<file path="src/rtl/core/uwa_pkg.sv">
// ----------------------------------------------------------------------------
// uwa_pkg: shared definitions for the adjacency store
// Operation codes, fixed field widths and the control and status bundles
// passed between the sequencer and the row scan unit.
// ----------------------------------------------------------------------------
package uwa_pkg;

    localparam int VERT_W   = 4;
    localparam int WEIGHT_W = 32;

    localparam logic [1:0] KIND_SET   = 2'd0;
    localparam logic [1:0] KIND_DEL   = 2'd1;
    localparam logic [1:0] KIND_FIRST = 2'd2;
    localparam logic [1:0] KIND_NEXT  = 2'd3;

    typedef struct packed {
        logic load;
        logic step;
    } scan_ctrl_t;

    typedef struct packed {
        logic hit;
        logic empty;
    } scan_stat_t;

endpackage

</file>
<file path="src/rtl/core/uwa_scan.sv">
// ----------------------------------------------------------------------------
// uwa_scan: row scan unit
// Holds one adjacency row shifted down to the current column and walks it
// one column per step until the lowest set bit reaches position zero.
// ----------------------------------------------------------------------------
module uwa_scan #(
    parameter int NUM_VERTICES = 16
) (
    input  logic                            clk,
    input  logic                            rst_n,
    input  uwa_pkg::scan_ctrl_t             ctrl,
    input  logic [NUM_VERTICES-1:0]         row_in,
    input  logic [$clog2(NUM_VERTICES)-1:0] start,
    output uwa_pkg::scan_stat_t             stat,
    output logic [$clog2(NUM_VERTICES)-1:0] col
);

    localparam int VW = $clog2(NUM_VERTICES);

    logic [NUM_VERTICES-1:0] row_reg;
    logic [VW-1:0]           col_reg;

    always_ff @(posedge clk or negedge rst_n)
    begin
        if (!rst_n)
        begin
            row_reg <= '0;
            col_reg <= '0;
        end
        else if (ctrl.load)
        begin
            row_reg <= row_in >> start;
            col_reg <= start;
        end
        else if (ctrl.step)
        begin
            row_reg <= row_reg >> 1;
            col_reg <= col_reg + VW'(1);
        end
    end

    assign stat.hit   = row_reg[0];
    assign stat.empty = (row_reg == '0);
    assign col        = col_reg;

endmodule

</file>
<file path="config.mk">
export PLATFORM = sky130hd
export DESIGN_NAME = uwa_scan
export DESIGN_NICKNAME = d
export VERILOG_FILES = /design/src/rtl/core/uwa_pkg.sv /design/src/rtl/core/uwa_scan.sv
export SDC_FILE = /design/constraint.sdc
export NUM_CORES = 1
export LEC_CHECK = 0
export BUFFER_PORTS_ARGS = -buffer_cell sky130_fd_sc_hd__buf_2
export CORE_UTILIZATION = 47
export DETAILED_ROUTE_END_ITERATION = 16
export PLACE_DENSITY = 0.69
export SETUP_SLACK_MARGIN = 0.1
export SLEW_MARGIN = 0
export SYNTH_ARGS = -nofsm -noshare
export SYNTH_HDL_FRONTEND = slang
export SYNTH_SLANG_ARGS = --single-unit
</file>
<file path="constraint.sdc">
create_clock -name clk -period 1.11 [get_ports clk]
set_input_delay 0.111 -clock clk [delete_from_list [all_inputs] [get_ports clk]]
set_output_delay 0.111 -clock clk [all_outputs]
set_load 0.02 [all_outputs]
</file>
# --- Word level (Yosys, flattened, before mapping) ---
# Cells that the tools add are included.
classes:
  add_sub_neg: 1
  shifts: 1
  muxes: 4
  reduce_logical: 2
ops:
  columns: ["op", "n"]
  rows:
  - ["16-bit 2-to-1 mux", 2]
  - ["16-bit zero test", 1]
  - ["16-bit by 4-bit >> shifter with 16-bit output", 1]
  - ["4-bit 2-to-1 mux", 2]
  - ["4-bit by 1-bit adder with 4-bit output, second input constant", 1]
  - ["2-bit nonzero test", 1]
word_totals:
  reg_bits: 20
  output_inout_bits: 6

# --- Longest topological paths before layout ---
# Gate-level depths: netlist of run 1.
logic_depth:
  ltp_word: 3
  mapped_depth: 6
  depth_no_buf: 5

# --- Least setup slack after synthesis of run 1 ---
# Ideal clock, no wire load.
synth_timing:
  path_kind: "in2reg"
  start: "input port start[0]"
  end: "register row_reg[2]"
  setup_time_ns: 0.126
  t_arrival_ns: 1.264
  required_time_ns: 0.984
  setup_slack_ns: -0.280
  path_stages: 5
  n_path_buf: 1
  path_cell_list: "buf_6 -> mux4_2 -> mux2i_1 -> nor3b_1 -> a311o_1"
synth_via:
  elab_chain_cells: 2
synth_lines:
  columns: ["element", "line_no", "text"]
  rows:
  - ["from (decl)", "uwa_scan.sv:13", "input logic [$clog2(NUM_VERTICES)-1:0] start,"]
  - ["16-bit by 4-bit >> shifter with 16-bit output", "uwa_scan.sv:32", "row_reg <= row_in >> start;"]
  - ["16-bit 2-to-1 mux", "uwa_scan.sv:30", "else if (ctrl.load)"]
  - ["to (signal assigned)", "uwa_scan.sv:32", null]
  - ["to (signal assigned)", "uwa_scan.sv:37", "row_reg <= row_reg >> 1;"]
  - ["to (decl)", "uwa_scan.sv:20", "logic [NUM_VERTICES-1:0] row_reg;"]
# Every way passes these cells.
# A chain may end at the register's enable or synchronous reset.

==> out/results.tsv, run 1 <==
metric	value	unit
status	finished, violations left	
violations	setup timing	
cp_max_fo	2	
synth_nets	187	
worst_slew_pin_slew	0.470	ns
finClkSkew	0.00137	ns
r2r_cells	4	
drive_gt1_share	50.2	%
power.total	2360	uW
firstDrtPassIters	4	
n_fill_cell	251	
htree_levels	1	
clockPowerShare	18.5	%
syn_area_per_cell	10.1	um^2
die_area	3720	um^2
powerDensity	985	nW/um^2
netlist.top_cell.by_area	dfrtp_1	
hold_viol_final	0	
gp_congestion	0.840	
wl	4.70	mm
clock_sinks	20	
multi_input_comb_area	1140	um^2
mostFrequentLayoutCell	buf_4	
min_from	start[1]	
grt_max_degree	22	
max_freq	0.651	GHz
antenna_found_initial	0	
crit_path_start_kind	register	
synthesis.area	1640	um^2
drc_errors	0	
cp-end-kind	output pin	
final_cell_mix	37 x buf_4, 23 x mux2i_1, 22 x buf_2, 17 x dfrtp_1, 14 x buf_6	
grt_usage	27.4	%
r2r-end	row_reg[2]	
max-cap-violations	0	
ys_warn_count	0	
grt.overflow.total	0	
timing.max_slew.rel_slack	68.7	%
grt_pass1_vias	1556	
cts_tree	yes	
drt_iter0_markers	67	
synth_top_area_share	30.6	%
path_class	register to output pin	
fin_crit_sh	138	%
fin_nets	255	
rows	21	
worst-r2r-setup-slack	-0.10	ns
ir_drop	435	uV
critPathRequiredTime	1.00	ns
insertedDiodeCount	0	
dp_hpwl	3.63	mm
hold_depth	3	
switchingPower	770	uW
cp_cell_sequence	nor4_2 > and4_4 > buf_6	
slowest_stage	dfrtp_1	
hold_path.class	input pin to register	
slew_violations	0	
chipWidth	61.0	um
numPortBuffers	29	
internal-power	1590	uW
switching_share	32.7	%
min_period	1.54	ns
clkLatencyLatePin	0.30	ns
clk_pin_slew_worst_paths	0.12	ns
detail-route-antenna-nets	0	
hold_path_end	row_reg[15]	
die_h	61.0	um
synth_cells	162	
ios	30	
cp.arrival	1.43	ns
synth.yosys.seq_area_share	30.6	%
cpPeakStageDelay	0.42	ns
num_vias	1606	
setup-tns-final	-0.682	ns
clockBufferDepth	2	
comb_power_share	43.1	%
synthToLayoutAreaGrowth	46.3	%
setup_viol	5	
p_leak	0.00109	uW
initial_core_util	49.0	%
seq_power_share	38.4	%
wire_per_inst	17.1	um
grt_pass1_wl	7.40	mm
coreArea	3340	um^2
reg2reg_from	row_reg[3]	
synth.distinct_cells	40	
ys_ff_latch	20	
setup_slack	-0.426	ns
synthTopCellsByArea	dfrtp_1 31%, mux2i_1 15%, mux4_2 14%	
viasPerCell	5.84	
rsz0062_at_grt	true	
ff_latch_area	504	um^2
cts_root_buf	clkbuf_4	
largest_register_ffs	16	
cts_buffers	3	
[worst max-delay path, delay by kind of cell (launching register included)]
| family | cells | cell delay, ns |
|---|---|---|
| flip-flops | 1 | 0.42 |
| AND/OR/NAND/NOR | 2 | 0.59 |
| buffers and inverters | 1 | 0.11 |
[area by class of cell]
class                   count  share of cell area [%]
repair buffers             79                    26.9
inverters                   4                   0.628
well taps                  46                    2.41
clock buffers               4                    1.52
flip-flops and latches     20                    21.1
multi-input cells         122                    47.5
[per-stage QoR]
stage	hold slack [ns]	instances	utilization [%]	setup WS (ns)	instance area (um^2)
after global placement	0.0828	265	64.0	-0.428	2140
after floorplan	-0.185	162	-	-0.244	1680
after CTS	0.139	273	69.5	-0.428	2320
after detailed placement	0.0931	265	64.0	-0.453	2140
after global routing	0.145	275	71.7	-0.473	2390
final	0.146	275	71.7	-0.426	2390
[cells by family (layout without fill, tap and decap cells)]
kind of cell	count (synthesis)	in the layout	share of synthesized area [%]
xor gates and xnor gates	3	3	1.61
buffers and inverters	20	87	5.81
DFF	20	20	30.6
and+or+nand+nor	42	42	13.8
muxes	39	39	33.7
adders and majority gates	1	1	0.765
AOI/OAI and AO/OA	37	37	13.7
[cell usage after synthesis]
| library cell | number |
|---|---|
| buf_2 | 4 |
| nand2b_1 | 4 |
| o221ai_1 | 1 |
| o211ai_1 | 1 |
| inv_1 | 4 |
| nor2_1 | 12 |
| xnor2_1 | 3 |
| a31o_1 | 1 |
| nand2_1 | 6 |
| o21a_1 | 1 |
| mux2i_1 | 25 |
| buf_6 | 1 |
| a21oi_1 | 8 |
| nand4_1 | 1 |
| a311oi_1 | 1 |
| mux2_2 | 2 |
| or4_1 | 1 |
| ha_1 | 1 |
| or2_2 | 1 |
| dfrtp_1 | 20 |
| and4_1 | 1 |
| o21ai_1 | 1 |
| clkbuf_1 | 6 |
| nand3b_1 | 1 |
| nor2b_1 | 5 |
| mux4_1 | 2 |
| buf_4 | 2 |
| a311o_1 | 1 |
| mux4_2 | 10 |
| o21ai_0 | 11 |
| nor3b_1 | 1 |
| a31oi_1 | 2 |
| nand4bb_1 | 1 |
| o22ai_1 | 7 |
| or2_0 | 1 |
| a211oi_1 | 1 |
| buf_1 | 3 |
| nor4_1 | 5 |
| o22a_1 | 1 |
| nor3_1 | 2 |
[repair_timing]
| action | in CTS | in global routing |
|---|---|---|
| cloned | 0 | 0 |
| setup endpoints to repair | 17 | 19 |
| hold buffers | 1 | 0 |
| setup buffers | 3 | 4 |
| gates resized for setup | 32 | 21 |
| pin swaps | 10 | 5 |
| hold endpoints to repair | 20 | 0 |
[routing by layer]
metal / routed length (um) / vias up / track usage [%] / part of all wire [%]
li1: - / 748 / - / -
met5: 0 / - / 0 / 0
met1: 1900 / 779 / 35.6 / 40
met3: 192 / 11 / 2.35 / 4.1
met2: 2490 / 68 / 48.0 / 53
met4: 114 / 0 / 9.09 / 2.4
[power by group through the flow]
stage / Clock [uW] / Sequential [uW] / Combinational, uW
CTS: 440 / 899 / 946
global route: 475 / 913 / 1090
floorplan: 0 / 912 / 445
global placement: 0 / 887 / 808
detailed placement: 0 / 893 / 838
finish: 437 / 904 / 1020
[worst max path at each step]
stage               startpoint         end  slack [ns]  depth (start not counted)
CTS                 row_reg[1]     stat[0]       -0.43                          3
detailed placement    start[0]  row_reg[2]       -0.45                          4
finish              row_reg[7]     stat[0]       -0.43                          3
global route        row_reg[1]     stat[0]       -0.47                          3
global placement      start[0]  row_reg[2]       -0.43                          4
floorplan             start[0]  row_reg[2]       -0.24                          5
Note: power is estimated with default switching activity, not from simulation.
==> inputs of run 2 (changes only) <==
--- a/config.mk
+++ b/config.mk
@@ -7,6 +7,7 @@
 export LEC_CHECK = 0
 export BUFFER_PORTS_ARGS = -buffer_cell sky130_fd_sc_hd__buf_2
 export CORE_UTILIZATION = 47
+export CTS_BUF_LIST = sky130_fd_sc_hd__clkbuf_16
 export DETAILED_ROUTE_END_ITERATION = 16
 export PLACE_DENSITY = 0.69
 export SETUP_SLACK_MARGIN = 0.1
==> run 2 against run 1 <==
Effect of this change:
- the run still ends with setup timing left
- worst setup slack gained 0.061 ns
- routed wire length grew 5.5%
- maximum frequency grew 4.2%
- global-route usage grew 1.1 points
- utilization grew 2.4 points
- register-to-register slack lost 0.13 ns
- first-iteration DRC count grew 15%
- flip-flop and latch count is the same
- critical path type unchanged
- critical endpoint unchanged
==> out/results.tsv, run 2 (synthesized netlist as in run 1, its figures left out) <==
metric	value	unit
comb_power_share	38.3	%
rsz0062_at_grt	true	
setup_viol	7	
clk_pin_slew_worst_paths	0.06	ns
die_h	61.0	um
cpPeakStageDelay	0.41	ns
internal-power	1870	uW
detail-route-antenna-nets	0	
mostFrequentLayoutCell	buf_4	
cts_root_buf	clkbuf_16	
cts_buffers	3	
preCtsSetupSlack	-0.453	ns
grt.overflow.total	0	
fin_area	2470	um^2
num_vias	1626	
initial_core_util	49.0	%
coreArea	3340	um^2
cp.arrival	1.36	ns
grt_max_degree	22	
fin_nets	257	
cts_tree	yes	
cp-end-kind	output pin	
cp_cell_sequence	nor4_4 > and4_4 > buf_6	
timing.max_slew.rel_slack	68.1	%
setup-tns-final	-0.950	ns
final_cell_mix	37 x buf_4, 25 x buf_2, 23 x mux2i_1, 17 x dfrtp_1, 14 x buf_6	
grt_pass1_wl	7.62	mm
grt_usage	28.4	%
numPortBuffers	29	
viasPerCell	5.87	
firstDrtPassIters	4	
fin_crit_sh	133	%
largest_register_ffs	16	
gp_congestion	0.840	
cp_max_fo	2	
worst_slew_pin_slew	0.479	ns
setup_slack	-0.365	ns
status	finished, violations left	
critPathRequiredTime	1.00	ns
finClkSkew	0.00255	ns
antenna_found_initial	0	
chipWidth	61.0	um
clock_sinks	20	
wl	4.96	mm
grt_pass1_vias	1572	
ios	30	
slowest_stage	dfrtp_1	
crit_path_start_kind	register	
drt_iter0_markers	77	
max_freq	0.678	GHz
postPlaceCellArea	2140	um^2
drc_errors	0	
clkLatencyLatePin	0.25	ns
p_leak	0.00112	uW
ir_drop	569	uV
wire_per_inst	17.9	um
seq_power_share	34.1	%
switchingPower	817	uW
switching_share	30.4	%
max-cap-violations	0	
violations	setup timing	
rows	21	
clockBufferDepth	2	
hold_viol_final	0	
slew_violations	0	
path_class	register to output pin	
clockPowerShare	27.6	%
dp_hpwl	3.63	mm
synthToLayoutAreaGrowth	51.1	%
worst-r2r-setup-slack	-0.23	ns
insertedDiodeCount	0	
die_area	3720	um^2
whs	0.244	ns
hold_path.class	input pin to register	
min_period	1.47	ns
htree_levels	1	
powerDensity	1090	nW/um^2
drive_gt1_share	51.5	%
run 2: power by group through the flow:
stage | logic, uW | clock network, uW | registers (uW)
6_report | 1030 | 742 | 916
5_1_grt | 1100 | 793 | 923
4_1_cts | 948 | 749 | 904
3_5_place_dp | 838 | 0 | 893
3_3_place_gp | 808 | 0 | 887
2_1_floorplan | 445 | 0 | 912
run 2: path summary, 6_finish.rpt:
check / start / cells after the start / end
worst max register to register: row_reg[4] / 6 / row_reg[4]
max in group asynchronous: rst_n / 2 / col[0]
worst min-delay path: start[1] / 3 / row_reg[15]
worst min register to register: row_reg[13] / 2 / row_reg[13]
worst max-delay path: row_reg[4] / 3 / stat[0]
min in group asynchronous: rst_n / 2 / row_reg[1]
run 2: cell type report:
cell class / instances / area, um^2
Clock buffer: 3 / 75.1
Clock inverter: 1 / 3.75
Timing Repair Buffer: 81 / 646
Fill cell: 239 / 866
Sequential cell: 20 / 504
Inverter: 4 / 15.0
Tap cell: 46 / 57.6
Multi-Input combinational cell: 122 / 1170
run 2: routing by layer:
| metal | up-vias | GRT usage, % | wire, um |
|---|---|---|---|
| li1 | 751 | - | - |
| met1 | 798 | 37.2 | 2050 |
| met2 | 69 | 50.9 | 2620 |
| met3 | 8 | 2.99 | 202 |
| met4 | 0 | 6.17 | 86 |
| met5 | - | 0 | 0 |
run 2: critical path: cells and delay by family (launching register included):
kind                   cells  cell delay [ns]
AND/OR/NAND/NOR            2             0.60
flip-flops                 1             0.41
buffers and inverters      1             0.11
run 2: metrics by stage:
step | cells | power, uW | util (%)
final | 277 | 2690 | 74.1
after floorplan | 162 | 1360 | -
after detailed placement | 265 | 1730 | 64.0
after global placement | 265 | 1700 | 64.0
after CTS | 275 | 2600 | 71.3
after global routing | 277 | 2820 | 74.1
run 2: repair_timing:
item                                    4_1_cts  5_1_grt
hold endpoints to repair                     20        0
endpoints found under the setup margin       18       19
hold buffers                                  1        0
buffers inserted                              5        3
resized for setup                            34       20
pin swaps                                     8       10
